`src/design/mkdl_pkg.sv`:
```
// ----------------------------------------------------------------------------
// mkdl_pkg
// Shared constants and types for the keypad scanner with debounce and latch.
// ----------------------------------------------------------------------------
package mkdl_pkg;

    localparam int ROW_COUNT   = 4;
    localparam int COL_COUNT   = 4;
    localparam int KEY_COUNT   = ROW_COUNT * COL_COUNT;

    localparam int TICK_W      = 32;
    localparam int LEVELS_W    = 16;
    localparam int CODE_W      = 8;
    localparam int KEYMAP_W    = 64;
    localparam int CFG_DATA_W  = 64;
    localparam int CFG_INDEX_W = 2;

    localparam logic [TICK_W-1:0] DEBOUNCE_RESET = TICK_W'(5);
    localparam logic [CODE_W-1:0] NO_KEY         = '0;

    typedef enum logic [CFG_INDEX_W-1:0] {
        CFG_DEBOUNCE_TICKS  = 2'd0,
        CFG_KEYMAP_ROWS_0_1 = 2'd1,
        CFG_KEYMAP_ROWS_2_3 = 2'd2
    } t_cfg_index;

    typedef struct packed {
        logic              key_valid;
        logic [CODE_W-1:0] key_code;
    } t_key_result;

endpackage

```
`src/design/mkdl_ifs.sv`:
```
// ----------------------------------------------------------------------------
// mkdl_ifs
// Valid/ready channels for scan beats in and key beats out.
// ----------------------------------------------------------------------------
interface mkdl_scan_if;
    logic                          valid;
    logic                          ready;
    logic [mkdl_pkg::TICK_W-1:0]   now_tick;
    logic [mkdl_pkg::LEVELS_W-1:0] matrix_levels;

    modport source (output valid, output now_tick, output matrix_levels, input ready);
    modport sink   (input valid, input now_tick, input matrix_levels, output ready);
endinterface

interface mkdl_key_if;
    logic                        valid;
    logic                        ready;
    logic                        key_valid;
    logic [mkdl_pkg::CODE_W-1:0] key_code;

    modport source (output valid, output key_valid, output key_code, input ready);
    modport sink   (input valid, input key_valid, input key_code, output ready);
endinterface

```
`src/design/mkdl_raw_decode.sv`:
```
// ----------------------------------------------------------------------------
// mkdl_raw_decode
// Finds the first pressed position in row-major order and maps it through
// the key-code table.
// ----------------------------------------------------------------------------
module mkdl_raw_decode (
    input  logic [mkdl_pkg::LEVELS_W-1:0] i_levels,
    input  logic [mkdl_pkg::KEYMAP_W-1:0] i_keymap_01,
    input  logic [mkdl_pkg::KEYMAP_W-1:0] i_keymap_23,
    output logic [mkdl_pkg::CODE_W-1:0]   o_raw_code
);

    always_comb begin
        logic [mkdl_pkg::KEYMAP_W-1:0] word;
        o_raw_code = mkdl_pkg::NO_KEY;
        for (int r = mkdl_pkg::ROW_COUNT - 1; r >= 0; r--) begin
            word = (r < 2) ? i_keymap_01 : i_keymap_23;
            for (int c = mkdl_pkg::COL_COUNT - 1; c >= 0; c--) begin
                if (!i_levels[r * mkdl_pkg::COL_COUNT + c]) begin
                    o_raw_code = word[(((r % 2) * mkdl_pkg::COL_COUNT + c) % 8)
                                      * mkdl_pkg::CODE_W +: mkdl_pkg::CODE_W];
                end
            end
        end
    end

endmodule

```
`src/design/mkdl_debounce.sv`:
```
// ----------------------------------------------------------------------------
// mkdl_debounce
// Debounce timer, stable key and press latch. State moves on each advance.
// ----------------------------------------------------------------------------
module mkdl_debounce (
    input  logic                        i_clk,
    input  logic                        i_rst_n,
    input  logic                        i_advance,
    input  logic [mkdl_pkg::TICK_W-1:0] i_now_tick,
    input  logic [mkdl_pkg::CODE_W-1:0] i_raw_code,
    input  logic [mkdl_pkg::TICK_W-1:0] i_debounce_ticks,
    output mkdl_pkg::t_key_result       o_result
);

    logic [mkdl_pkg::CODE_W-1:0] r_last_raw, n_last_raw;
    logic [mkdl_pkg::TICK_W-1:0] r_change_tick, n_change_tick;
    logic [mkdl_pkg::CODE_W-1:0] r_stable, n_stable;
    logic                        r_latched, n_latched;

    logic [mkdl_pkg::TICK_W-1:0] elapsed;
    logic                        stable_upd;
    logic                        latch_mid;
    logic                        report;

    always_comb begin
        n_last_raw    = i_raw_code;
        n_change_tick = (i_raw_code != r_last_raw) ? i_now_tick : r_change_tick;
        elapsed       = i_now_tick - n_change_tick;
        stable_upd    = (elapsed >= i_debounce_ticks) && (r_stable != n_last_raw);
        n_stable      = stable_upd ? n_last_raw : r_stable;
        latch_mid     = (stable_upd && (n_last_raw == mkdl_pkg::NO_KEY)) ? 1'b0 : r_latched;
        report        = (n_stable != mkdl_pkg::NO_KEY) && !latch_mid;
        n_latched     = latch_mid | report;
        o_result.key_valid = report;
        o_result.key_code  = report ? n_stable : mkdl_pkg::NO_KEY;
    end

    always_ff @(posedge i_clk) begin
        if (!i_rst_n) begin
            r_last_raw    <= mkdl_pkg::NO_KEY;
            r_change_tick <= '0;
            r_stable      <= mkdl_pkg::NO_KEY;
            r_latched     <= 1'b0;
        end else if (i_advance) begin
            r_last_raw    <= n_last_raw;
            r_change_tick <= n_change_tick;
            r_stable      <= n_stable;
            r_latched     <= n_latched;
        end
    end

endmodule

```
`src/design/matrix_keypad_debounce_latch.sv`:
```
// ----------------------------------------------------------------------------
// matrix_keypad_debounce_latch
// Keypad scanner: row-major key decode, tick-based debounce, press latch.
// ----------------------------------------------------------------------------
// A scan beat passes the input register, then the output register.
// Throughput: one scan beat per cycle unless o_key stalls; the input register,
// decode and debounce logic and output register form a two-stage pipeline.
// Reset (synchronous, active low) empties both stages, sets debounce_ticks
// to 5, clears the key tables and the debounce state.
// ----------------------------------------------------------------------------
module matrix_keypad_debounce_latch (
    input  logic                                i_clk,
    input  logic                                i_rst_n,
    input  logic                                i_cfg_we,
    input  logic [mkdl_pkg::CFG_INDEX_W-1:0]    i_cfg_index,
    input  logic [mkdl_pkg::CFG_DATA_W-1:0]     i_cfg_data,
    mkdl_scan_if.sink                           i_scan,
    mkdl_key_if.source                          o_key
);

    logic [mkdl_pkg::TICK_W-1:0]   r_debounce_ticks;
    logic [mkdl_pkg::KEYMAP_W-1:0] r_keymap_01;
    logic [mkdl_pkg::KEYMAP_W-1:0] r_keymap_23;

    logic                          r_in_valid;
    logic [mkdl_pkg::TICK_W-1:0]   r_in_now;
    logic [mkdl_pkg::LEVELS_W-1:0] r_in_levels;

    logic                          r_out_valid;
    mkdl_pkg::t_key_result         r_out;

    logic                          advance;
    logic [mkdl_pkg::CODE_W-1:0]   raw_code;
    mkdl_pkg::t_key_result         result;

    always_ff @(posedge i_clk) begin
        if (!i_rst_n) begin
            r_debounce_ticks <= mkdl_pkg::DEBOUNCE_RESET;
            r_keymap_01      <= '0;
            r_keymap_23      <= '0;
        end else if (i_cfg_we) begin
            case (i_cfg_index)
                mkdl_pkg::CFG_DEBOUNCE_TICKS:  r_debounce_ticks <= i_cfg_data[mkdl_pkg::TICK_W-1:0];
                mkdl_pkg::CFG_KEYMAP_ROWS_0_1: r_keymap_01      <= i_cfg_data;
                mkdl_pkg::CFG_KEYMAP_ROWS_2_3: r_keymap_23      <= i_cfg_data;
                default: begin
                end
            endcase
        end
    end

    assign advance      = r_in_valid && (!r_out_valid || o_key.ready);
    assign i_scan.ready = !r_in_valid || !r_out_valid || o_key.ready;

    always_ff @(posedge i_clk) begin
        if (!i_rst_n) begin
            r_in_valid <= 1'b0;
        end else if (i_scan.ready) begin
            r_in_valid <= i_scan.valid;
        end
    end

    always_ff @(posedge i_clk) begin
        if (i_scan.valid && i_scan.ready) begin
            r_in_now    <= i_scan.now_tick;
            r_in_levels <= i_scan.matrix_levels;
        end
    end

    mkdl_raw_decode u_decode (
        .i_levels    (r_in_levels),
        .i_keymap_01 (r_keymap_01),
        .i_keymap_23 (r_keymap_23),
        .o_raw_code  (raw_code)
    );

    mkdl_debounce u_debounce (
        .i_clk            (i_clk),
        .i_rst_n          (i_rst_n),
        .i_advance        (advance),
        .i_now_tick       (r_in_now),
        .i_raw_code       (raw_code),
        .i_debounce_ticks (r_debounce_ticks),
        .o_result         (result)
    );

    always_ff @(posedge i_clk) begin
        if (!i_rst_n) begin
            r_out_valid <= 1'b0;
        end else if (!r_out_valid || o_key.ready) begin
            r_out_valid <= r_in_valid;
        end
    end

    always_ff @(posedge i_clk) begin
        if (advance) begin
            r_out <= result;
        end
    end

    assign o_key.valid     = r_out_valid;
    assign o_key.key_valid = r_out.key_valid;
    assign o_key.key_code  = r_out.key_code;

    a_valid_has_code: assert property (@(posedge i_clk) disable iff (!i_rst_n)
        (o_key.valid && o_key.key_valid) |-> (o_key.key_code != mkdl_pkg::NO_KEY))
        else $error("reported key carries no code");

    a_idle_no_code: assert property (@(posedge i_clk) disable iff (!i_rst_n)
        (o_key.valid && !o_key.key_valid) |-> (o_key.key_code == mkdl_pkg::NO_KEY))
        else $error("unreported beat carries a key code");

    a_reset_empties: assert property (@(posedge i_clk)
        !i_rst_n |=> (!o_key.valid && i_scan.ready))
        else $error("pipeline not empty after reset");

endmodule

```
`src/flat_wrapper.sv`:
```
// flat-port wrapper written by rule: the top's interface ports become plain ports
module matrix_keypad_debounce_latch_flat 
  (i_clk, i_rst_n, i_cfg_we, i_cfg_index, i_cfg_data, i_scan_valid, i_scan_now_tick, i_scan_matrix_levels, i_scan_ready, o_key_valid, o_key_key_valid, o_key_key_code, o_key_ready);
  mkdl_scan_if i_scan_i ();
  mkdl_key_if o_key_i ();
  input  logic i_clk;
  input  logic i_rst_n;
  input  logic i_cfg_we;
  input  logic [mkdl_pkg::CFG_INDEX_W-1:0] i_cfg_index;
  input  logic [mkdl_pkg::CFG_DATA_W-1:0] i_cfg_data;
  input wire logic [$bits(i_scan_i.valid)-1:0] i_scan_valid;
  input wire logic [$bits(i_scan_i.now_tick)-1:0] i_scan_now_tick;
  input wire logic [$bits(i_scan_i.matrix_levels)-1:0] i_scan_matrix_levels;
  output wire logic [$bits(i_scan_i.ready)-1:0] i_scan_ready;
  output wire logic [$bits(o_key_i.valid)-1:0] o_key_valid;
  output wire logic [$bits(o_key_i.key_valid)-1:0] o_key_key_valid;
  output wire logic [$bits(o_key_i.key_code)-1:0] o_key_key_code;
  input wire logic [$bits(o_key_i.ready)-1:0] o_key_ready;
  assign i_scan_i.valid = i_scan_valid;
  assign i_scan_i.now_tick = i_scan_now_tick;
  assign i_scan_i.matrix_levels = i_scan_matrix_levels;
  assign i_scan_ready = i_scan_i.ready;
  assign o_key_valid = o_key_i.valid;
  assign o_key_key_valid = o_key_i.key_valid;
  assign o_key_key_code = o_key_i.key_code;
  assign o_key_i.ready = o_key_ready;
  matrix_keypad_debounce_latch u_core (.i_clk(i_clk), .i_rst_n(i_rst_n), .i_cfg_we(i_cfg_we), .i_cfg_index(i_cfg_index), .i_cfg_data(i_cfg_data), .i_scan(i_scan_i), .o_key(o_key_i));
endmodule
```
`config.mk`:
```
export PLATFORM = sky130hd
export DESIGN_NAME = matrix_keypad_debounce_latch_flat
export DESIGN_NICKNAME = d
export VERILOG_FILES = /design/src/design/mkdl_pkg.sv /design/src/design/mkdl_ifs.sv /design/src/design/mkdl_raw_decode.sv /design/src/design/mkdl_debounce.sv /design/src/design/matrix_keypad_debounce_latch.sv /design/src/flat_wrapper.sv
export SDC_FILE = /design/constraint.sdc
export NUM_CORES = 1
export LEC_CHECK = 0
export BUFFER_PORTS_ARGS = -buffer_cell sky130_fd_sc_hd__buf_2
export CORE_MARGIN = 2
export CORE_UTILIZATION = 40
export DETAILED_ROUTE_END_ITERATION = 16
export GPL_TIMING_DRIVEN = 0
export HOLD_SLACK_MARGIN = 0.08
export PLACE_DENSITY = 0.62
export SETUP_SLACK_MARGIN = 0.2
export SLEW_MARGIN = 5
export SYNTH_ARGS = -nofsm -noshare
export SYNTH_HDL_FRONTEND = slang
export SYNTH_SLANG_ARGS = --single-unit
```
`constraint.sdc`:
```
create_clock -name i_clk -period 8.3 [get_ports i_clk]
set_clock_uncertainty 0.15 [all_clocks]
set_input_delay 1.66 -clock i_clk [delete_from_list [all_inputs] [get_ports i_clk]]
set_output_delay 1.66 -clock i_clk [all_outputs]
set_load 0.01 [all_outputs]
```
After elaboration in Yosys (flattened, before gate mapping). Cells that the tools add are included.

Bits in registers: 268. Output and inout bits: 11. Logic and storage cells: 56.

Add/subtract/negate cells: 1. Magnitude comparators: 1. Equal/unequal tests: 4. Muxes and demuxes: 19. Bitwise operators: 1. Reductions and logical operators: 17.

Operator list (number): two-way mux 8 bit (17); >= comparator 32 bit (1); two-way mux 32 bit (1); subtractor 32 bit (1); inequality test 8 bit (2); zero test 8 bit (1); nonzero test 8 bit (1); AND reduction 2 bit (3); logical AND 1 bit (5); zero test 1 bit (3); logical OR 1 bit (3); == test 2 x 1 -> 1 bit (second input constant) (1); == test 2 bit (second input constant) (1); zero test 2 bit (1); two-way mux 1 bit (1); bitwise OR 1 bit (1).

Depth between registers and ports, before layout. Gate-level depths: netlist of the first run.

Depth in word-level cells: 26. Gate-level depth with buffers: 43.

Cells and area by module. Synthesis of the first run repeated with hierarchy kept, for this count alone.

Cells, all modules: 1508. Area, all modules: 14373.8 um^2.

Modules (own cells, without submodules): matrix_keypad_debounce_latch (times used 1, cells an instance 658, area each 7772.5 um^2); mkdl_debounce (times used 1, cells an instance 601, area each 5048.6 um^2); mkdl_raw_decode (times used 1, cells an instance 249, area each 1552.7 um^2).

Worst setup path after synthesis of the first run. OpenSTA, ideal clock, no wires.

Path type: register to register. From: register u_core.r_in_levels[14] in the netlist's numbering. To: register u_core.r_out, in the netlist u_core.o_key.key_code[0], data pin. Arrival: 7789 ps. Required time: 7885 ps. Path slack: 97 ps. Cell stages (with the launch flop): 43. Path buffers: 4. Path through: edfxtp_1 buf_4 nor2b_1 a31oi_1 a211o_1 a31o_1 a211o_1 a221oi_2 and3_4 buf_6 clkbuf_1 nand2_1 o21ai_0 ha_1 inv_1 ha_1 o31ai_1 a31oi_1 [... 7 more ...] o21ai_1 a31oi_1 xnor2_1 ha_1 a21o_1 a21o_1 a21o_1 a21oi_1 nor2b_1 o21ai_0 nand2b_1 a221o_1 a21oi_1 a41o_1 mux2i_1 a22o_1 clkbuf_1 nor2_1.

Longest elaborated chain between the ends: 24.

RTL lines: from (decl) (RTL line matrix_keypad_debounce_latch.sv:27) `logic [mkdl_pkg::LEVELS_W-1:0] r_in_levels;`; from (signal assigned) (RTL line matrix_keypad_debounce_latch.sv:66) `r_in_levels <= i_scan.matrix_levels;`; two-way mux 8 bit (*) (15 in a row) (RTL line mkdl_raw_decode.sv:19) `if (!i_levels[r * mkdl_pkg::COL_COUNT + c]) begin`; inequality test 8 bit (*) (RTL line mkdl_debounce.sv:27) `n_change_tick = (i_raw_code != r_last_raw) ? i_now_tick : r_change_tick;`; two-way mux 32 bit (*) (RTL line mkdl_debounce.sv:27); named net u_core.u_debounce.n_change_tick (one bit) (RTL line mkdl_debounce.sv:16) `logic [mkdl_pkg::TICK_W-1:0] r_change_tick, n_change_tick;`; subtractor 32 bit (*) (RTL line mkdl_debounce.sv:28) `elapsed = i_now_tick - n_change_tick;`; >= comparator 32 bit (*) (RTL line mkdl_debounce.sv:29) `stable_upd = (elapsed >= i_debounce_ticks) && (r_stable != n_last_raw);`; logical AND 1 bit (*) (RTL line mkdl_debounce.sv:29); parallel branches: the longest is 4 deep, another holds two-way mux 8 bit; to (signal assigned) (RTL line matrix_keypad_debounce_latch.sv:97) `r_out <= result;`; to (decl) (RTL line matrix_keypad_debounce_latch.sv:30) `mkdl_pkg::t_key_result r_out;`.

Mark *: on every way through the listed nets, which the timed path passes. A chain may end at the register's enable or synchronous reset.

Worst setup path in the final report of the first run.
From: register u_core.r_in_levels[2] in the netlist's numbering. To: register u_core.r_out, in the netlist u_core.o_key.key_code[0], data pin.

Longest elaborated chain between the ends: 12.

RTL lines (RTL line): two-way mux 8 bit (*) (3 in a row) (mkdl_raw_decode.sv:19); inequality test 8 bit (*) (mkdl_debounce.sv:27); two-way mux 32 bit (*) (mkdl_debounce.sv:27); named net u_core.u_debounce.n_change_tick (one bit) (mkdl_debounce.sv:16); subtractor 32 bit (*) (mkdl_debounce.sv:28); >= comparator 32 bit (*) (mkdl_debounce.sv:29); logical AND 1 bit (*) (mkdl_debounce.sv:29); parallel branches: the longest is 4 deep, another holds two-way mux 8 bit.

Marks and branches as above.

==> metrics.csv, run 1 <==
stage,metric,value,unit
layout,most frequent cells in the layout,"nand2_1, dfxtp_1, a21boi_0",
power,Sw Share,29.7,%
layout,area of the multi-input gates,0.00825,mm2
min_path,Hold Path Stages,2,
logic_synthesis,Synthesized Nets,1835,
route,drt initial violations,909,
layout,Reg area,0.00594,mm2
floorplan,Initial Utilization,40.5,%
run_status,status,"finished, violations left",
layout,final std cells w/o fill,2365,
logic_synthesis,dominant cells by area after synthesis,"dfxtp_1, edfxtp_1, nand2_1",
critical_path,Reg2Reg Depth,45,
timing,"Setup violations, final",10,
timing,Worst-Margin Slew,1.23,ns
logic_synthesis,sequential area share after synthesis,41.4,%
min_path,Worst Hold Class,flip-flop to flip-flop,
critical_path,CP Data Required Time,8.47,ns
logic_synthesis,Synth Warn #,0,
min_path,Hold Startpoint,u_core.r_keymap_23[45],
layout,Layout Nets,2055,
route,"antenna viol nets, final",0,
critical_path,internal reg-to-reg setup slack,-0.10,ns
route,drt first pass iters,5,
route,DR DRC count,0,
timing,Setup WS post-layout,-0.103,ns
critical_path,crit path max-delay cell type,edfxtp_1,
power,power per cell area,211,mW/mm2
global_route,vias in the first global route,12430,
min_path,Worst Hold Path EP,u_core.r_keymap_23[45],
logic_synthesis,asr flop ratio synth,0,%
critical_path,"most used cell, CP",buf_4,
critical_path,crit path DAT,8.58,ns
job,number of max-cap violations,0,
power,VDD IR max,0.000168,V
clock_network,CTS buffer count,31,
floorplan,die width,193,um
power,Flop pwr share,38.7,%
route,wire length on met1,20200,um
layout,share of cells above drive strength 1,18.0,%
timing,hold violation count in the final report,0,
clock_network,clock latency on the worst-skew pair,0.57,ns
clock_network,clk buf depth,3,
route,via count,12779,
logic_synthesis,instance count of the mapped netlist,1658,
power,clock share of power,35.3,%
placement,PortBufs,128,
clock_network,H-tree depth,1,
power,Comb power frac,26.0,%
placement,placed insts,2248,
logic_synthesis,leading area contributor after synthesis,dfxtp_1,
route,met3 WL,2730,um
clock_network,CTS sink count,268,
layout,Filler cells,3421,
global_route,initial antenna violation count,1,
floorplan,row count,69,
logic_synthesis,mapped cell area,0.0143,mm2
global_route,largest net degree at the start of global routing,36,
run_status,failing checks,setup timing,
floorplan,die area,0.0374,mm2
logic_synthesis,Yosys reg bits,268,
logic_synthesis,number of synthesized flops with an enable pin,57,
power,Int Pwr,2620,uW
timing,min Tclk post-route,8.40,ns
logic_synthesis,Yosys top cell area share,29.5,%
route,top sig layer,met4,
global_route,GRT Residual Overflow,0,
timing,Final Max Slew Viols,0,
critical_path,worst-path fanout max,10,
timing,RSZ-0062 raised after global routing,true,
placement,GPL Wtd Cong,0.953,
route,WL/cell,18.5,um
placement,Final HPWL DP,32700,um
layout,"commonest non-fill, non-tap cell in the layout",nand2_1,
critical_path,Crit Path Class,flip-flop to flip-flop,
clock_network,Root Buffer,clkbuf_16,
critical_path,FF-to-FF End,u_core.o_key.key_code[0],
route,Vias per Instance,5.40,
timing,Final Cycle Share,101,%
route,Routed Wire Length,43800,um
critical_path,peak per-stage delay on the critical path,0.48,ns
critical_path,crit path launch type,flip-flop,
critical_path,endpoint type of the worst setup path,flip-flop,
power,LEAKAGE,0.00688,uW
layout,Layout area overhead,23.1,%
floorplan,DIE HEIGHT,193,um
timing,Slew HR,18.0,%
clock_network,CTS tree,yes,
timing,Fmax,0.119,GHz
logic_synthesis,Synth cell types,75,
clock_network,"CTS clk-pin slew, worst paths",0.06,ns
global_route,first-pass GRT wire length,68200,um
logic_synthesis,prevailing post-synth register cell,dfxtp_1,
floorplan,Ports,130,
logic_synthesis,Syn Area/Cell,8.65,um2
global_route,gr usage total,22.7,%
placement,pre-CTS setup slack,-1.51,ns
floorplan,core footprint,0.0354,mm2
route,WL met2,19700,um
critical_path,Reg2Reg Launch Point,u_core.r_in_levels[2],
power,Psw,1110,uW
-- synth_stat cells, types with 14 or more instances --
library cell  count
a21boi_0        173
a21o_1           33
a21oi_1          47
a31oi_1          15
buf_2            18
clkbuf_1         71
dfxtp_1         211
edfxtp_1         57
ha_1             58
inv_1            63
mux2i_1          39
nand2_1         393
nand2b_1         37
nand3b_1         20
nand4_1          14
nor2_1           55
nor2b_1          27
nor3_1           16
o211a_1          31
o211ai_1         17
o21ai_0          44
o22ai_1          16
xnor2_1          26
xor2_1           17
-- final cells by class --
class	instances	share of cell area, %
multi-input cells	1221	46.7
flip-flops and latches	268	33.6
repair buffers	187	6.27
clock buffers	49	5.13
well taps	461	3.27
plain buffers	105	3.16
inverters	64	1.38
clock inverters	8	0.411
diodes	2	0.0284
-- registers in the layout, indices dropped and copies added, names as in the netlist, 16 cells and up --
register and cells:
u_core.u_debounce.r_change_tick 32, u_core.r_in_levels 16, u_core.r_keymap_23 64, u_core.r_keymap_01 64, u_core.r_debounce_ticks 32, u_core.r_in_now 32
-- timing repair --
action / in CTS / in global routing
hold buffers: 0 / 0
buffers inserted: 48 / 6
resized for setup: 118 / 27
gates cloned: 3 / 1
endpoints found under the setup margin: 18 / 18
pin swaps: 58 / 22
-- worst max-delay path, delay by kind of cell (launching register included) --
family	cells	cell delay [ns]
AO/OA/AOI/OAI	14	3.24
buffers and inverters	19	2.40
AND/OR/NAND/NOR	6	0.77
adder cells (fa/ha/maj)	3	0.60
flip-flops	1	0.48
XOR/XNOR	2	0.25
multiplexers	1	0.24
-- worst max-delay path by stage --
stage	start	end	slack [ns]
after floorplan	u_core.r_in_levels[14]	u_core.o_key.key_code[0]	0.25
final	u_core.r_in_levels[2]	u_core.o_key.key_code[0]	-0.10
after detailed placement	u_core.r_in_levels[13]	u_core.o_key.key_code[5]	-1.51
after global routing	u_core.r_in_levels[1]	u_core.o_key.key_code[0]	-0.37
after CTS	u_core.r_in_levels[14]	u_core.o_key.key_code[0]	0.07
after global placement	u_core.r_in_levels[13]	u_core.o_key.key_code[5]	-1.30
-- metal layers --
metal  global-route usage (%)  vias up
met5                        0        -
met4                     6.98        0
met3                     3.87       71
met2                     36.6      367
met1                     31.2     6103
li1                         -     6238
-- metrics by stage --
| stage | TNS (ns) | util (%) | cell area (um2) | power, uW | hold slack [ns] |
|---|---|---|---|---|---|
| 6_report | -0.841 | 49.9 | 17600 | 3720 | 0.312 |
| 3_5_place_dp | -23.70 | 44.0 | 15600 | 2250 | 0.307 |
| 2_1_floorplan | 0 | - | 14300 | 2030 | 0.289 |
| 5_1_grt | -4.63 | 49.8 | 17600 | 3900 | 0.330 |
| 4_1_cts | 0 | 49.4 | 17500 | 3700 | 0.315 |
| 3_3_place_gp | -19.98 | 44.0 | 15600 | 2230 | 0.299 |
-- cell families after synthesis --
kind of cell,count (synthesis),share of synthesized area (%)
AND/OR/NAND/NOR,622,19.7
AO/OA/AOI/OAI,451,23.0
buffers and inverters,169,4.79
flip-flops,268,41.4
XOR/XNOR,43,2.63
adder cells (fa/ha/maj),64,5.48
multiplexers,41,2.96
-- power groups by stage --
stage	clock network [uW]	logic, uW	registers, uW
2_1_floorplan	0	573	1450
3_3_place_gp	0	767	1470
3_5_place_dp	0	785	1470
4_1_cts	1340	921	1440
5_1_grt	1390	1060	1450
6_report	1310	968	1440
Power figures use the tool's default switching activity.
==> inputs of run 2 (changes only) <==
--- a/config.mk
+++ b/config.mk
@@ -11,7 +11,7 @@
 export DETAILED_ROUTE_END_ITERATION = 16
 export GPL_TIMING_DRIVEN = 0
 export HOLD_SLACK_MARGIN = 0.08
-export PLACE_DENSITY = 0.62
+export PLACE_DENSITY = 0.59
 export SETUP_SLACK_MARGIN = 0.2
 export SLEW_MARGIN = 5
 export SYNTH_ARGS = -nofsm -noshare
==> constraint.sdc (replaced) <==
create_clock -name i_clk -period 10.6 [get_ports i_clk]
set_clock_uncertainty 0.15 [all_clocks]
set_input_delay 2.12 -clock i_clk [delete_from_list [all_inputs] [get_ports i_clk]]
set_output_delay 2.12 -clock i_clk [all_outputs]
set_load 0.01 [all_outputs]
==> run 2 against run 1 <==
Effect of this change: the flow now finishes without violations; worst hold slack got worse by 0.0030 ns; flip-flop and latch count stayed put; fmax fell by 14%; non-clock buffer count is 58 lower; worst setup slack gained 0.91 ns; global-route usage is 0.64 points lower; count of clock-buffer cells in the layout shrank 8; first-iteration DRC count down 0.88%; critical path type unchanged; largest cell class unchanged; largest power group unchanged.
==> metrics.csv, run 2 (same netlist as run 1, synthesis figures left out) <==
stage,metric,value,unit
global_route,GRT Residual Overflow,0,
clock_network,"CTS clk-pin slew, worst paths",0.06,ns
min_path,Worst Hold Class,flip-flop to flip-flop,
layout,Layout Nets,1997,
global_route,first-pass GRT wire length,65800,um
timing,Slew HR,21.0,%
global_route,initial antenna violation count,0,
timing,Setup WS post-layout,0.803,ns
timing,"Setup violations, final",0,
route,"antenna viol nets, final",0,
timing,Fmax,0.102,GHz
critical_path,peak per-stage delay on the critical path,0.56,ns
timing,Final Max Slew Viols,0,
layout,area of the multi-input gates,0.00773,mm2
timing,min Tclk post-route,9.80,ns
placement,pre-CTS setup slack,0.483,ns
critical_path,Crit Path Class,flip-flop to flip-flop,
clock_network,clk buf depth,3,
critical_path,Reg2Reg Launch Point,u_core.r_in_levels[13],
layout,"commonest non-fill, non-tap cell in the layout",nand2_1,
floorplan,die area,0.0374,mm2
critical_path,internal reg-to-reg setup slack,0.80,ns
clock_network,H-tree depth,1,
timing,RSZ-0062 raised after global routing,false,
critical_path,Reg2Reg Depth,41,
floorplan,DIE HEIGHT,193,um
timing,hold violation count in the final report,0,
route,DR DRC count,0,
route,Vias per Instance,5.36,
layout,most frequent cells in the layout,"nand2_1, dfxtp_1, a21boi_0",
layout,Reg area,0.00594,mm2
route,via count,12361,
critical_path,crit path max-delay cell type,o41ai_1,
critical_path,crit path launch type,flip-flop,
min_path,Hold Startpoint,u_core.r_keymap_23[8],
clock_network,CTS sink count,268,
critical_path,CP top delay family,compound AO/OA/AOI/OAI gates,
run_status,status,finished clean,
route,Routed Wire Length,42200,um
placement,GPL Wtd Cong,0.908,
layout,Antenna diodes,0,
job,number of max-cap violations,0,
clock_network,setup bufs post-CTS,0,
route,drt first pass iters,5,
route,WL/cell,18.3,um
global_route,gr usage total,22.1,%
floorplan,row count,69,
placement,Placed Area,0.0156,mm2
clock_network,Root Buffer,clkbuf_16,
route,drt initial violations,901,
critical_path,worst-path fanout max,10,
global_route,largest net degree at the start of global routing,37,
power,power per cell area,170,mW/mm2
timing,Final Cycle Share,92.4,%
power,LEAKAGE,0.00650,uW
clock_network,CTS buffer count,31,
timing,Worst-Margin Slew,1.19,ns
layout,Filler cells,3546,
timing,TNS Setup,0,ns
layout,final design area excluding fillers,0.0166,mm2
critical_path,endpoint type of the worst setup path,flip-flop,
critical_path,Worst Path Buf+Inv,6,
placement,Final HPWL DP,32900,um
floorplan,core footprint,0.0354,mm2
floorplan,die width,193,um
floorplan,Ports,130,
critical_path,FF-to-FF End,u_core.o_key.key_code[5],
layout,Layout area overhead,16.0,%
critical_path,CP Data Required Time,10.77,ns
floorplan,Initial Utilization,40.5,%
critical_path,crit path DAT,9.96,ns
clock_network,CTS tree,yes,
clock_network,clock latency on the worst-skew pair,0.58,ns
min_path,Hold Path Stages,2,
layout,Top Registers,"u_core.r_keymap_01: 64 flops, u_core.r_keymap_23: 64 flops",
global_route,vias in the first global route,11953,
min_path,Worst Hold Path EP,u_core.r_keymap_23[8],
power,VDD IR max,0.000130,V
placement,PortBufs,128,
layout,share of cells above drive strength 1,12.4,%
run 2: cell count changes in the layout (fill, tap and decap cells not counted), moves of 5 or more:
| cell | previous run | this run |
|---|---|---|
| a31oi_1 | 9 | 15 |
| mux2i_1 | 33 | 39 |
| o21ai_0 | 35 | 44 |
| buf_4 | 58 | 6 |
| mux2i_4 | 7 | 1 |
| a21oi_1 | 41 | 46 |
| nor2_2 | 6 | 0 |
| buf_2 | 140 | 146 |
| clkbuf_1 | 80 | 75 |
| nor2_1 | 49 | 55 |
| o21ai_1 | 7 | 2 |
| buf_6 | 9 | 1 |
run 2: per-stage QoR:
step | utilization, % | instances | total power, uW | hold slack [ns]
floorplan | - | 1658 | 1590 | 0.289
global placement | 43.9 | 2247 | 1750 | 0.300
detailed placement | 44.0 | 2248 | 1760 | 0.304
CTS | 46.9 | 2305 | 2850 | 0.313
global route | 47.0 | 2305 | 2990 | 0.331
finish | 47.0 | 2305 | 2840 | 0.309
run 2: layer usage:
layer / part of all wire, % / vias up / wire, um / global-route usage, %
li1: - / 6120 / - / -
met1: 47 / 5825 / 20000 / 31.7
met2: 43 / 347 / 18300 / 34.1
met3: 6.5 / 69 / 2760 / 3.75
met4: 2.9 / 0 / 1220 / 6.45
met5: 0 / - / 0 / 0
run 2: how the worst max path moves through the flow:
stage | startpoint | to | slack, ns | cells past startpoint
5_1_grt | u_core.r_in_levels[6] | u_core.o_key.key_code[6] | 0.26 | 42
3_5_place_dp | u_core.r_in_levels[13] | u_core.o_key.key_code[5] | 0.48 | 42
2_1_floorplan | u_core.r_in_levels[14] | u_core.o_key.key_code[0] | 2.40 | 42
3_3_place_gp | u_core.r_in_levels[13] | u_core.o_key.key_code[5] | 0.58 | 42
6_report | u_core.r_in_levels[13] | u_core.o_key.key_code[5] | 0.80 | 41
4_1_cts | u_core.r_in_levels[13] | u_core.o_key.key_code[5] | 0.43 | 42
run 2: repair_timing:
| action | in CTS | in global routing |
|---|---|---|
| setup endpoints to repair | 0 | 15 |
| gates resized for setup | 0 | 6 |
| hold buffers | 0 | 0 |
run 2: worst reg2reg max path, delay by kind of cell, from the launching register on:
family / cells / cell delay (ns)
fa+ha+maj: 5 / 1.56
mux: 1 / 0.25
xor+xnor: 1 / 0.09
flops: 1 / 0.35
buf+inv: 6 / 1.23
compound gates: 20 / 4.42
simple gates: 8 / 1.52
run 2: layout make-up:
type                            count  share of cell area (%)
Buffer                            105                    2.69
Clock buffer                       41                    5.19
Clock inverter                     16                    1.05
Inverter                           64                    1.44
Multi-Input combinational cell   1221                    46.5
Sequential cell                   268                    35.7
Tap cell                          461                    3.47
Timing Repair Buffer              129                    3.97
run 2: where the power goes:
part / total [uW] / internal, uW / switching (uW)
Combinational: 619 / 265 / 354
Clock: 1090 / 645 / 445
Sequential: 1130 / 1090 / 32.7
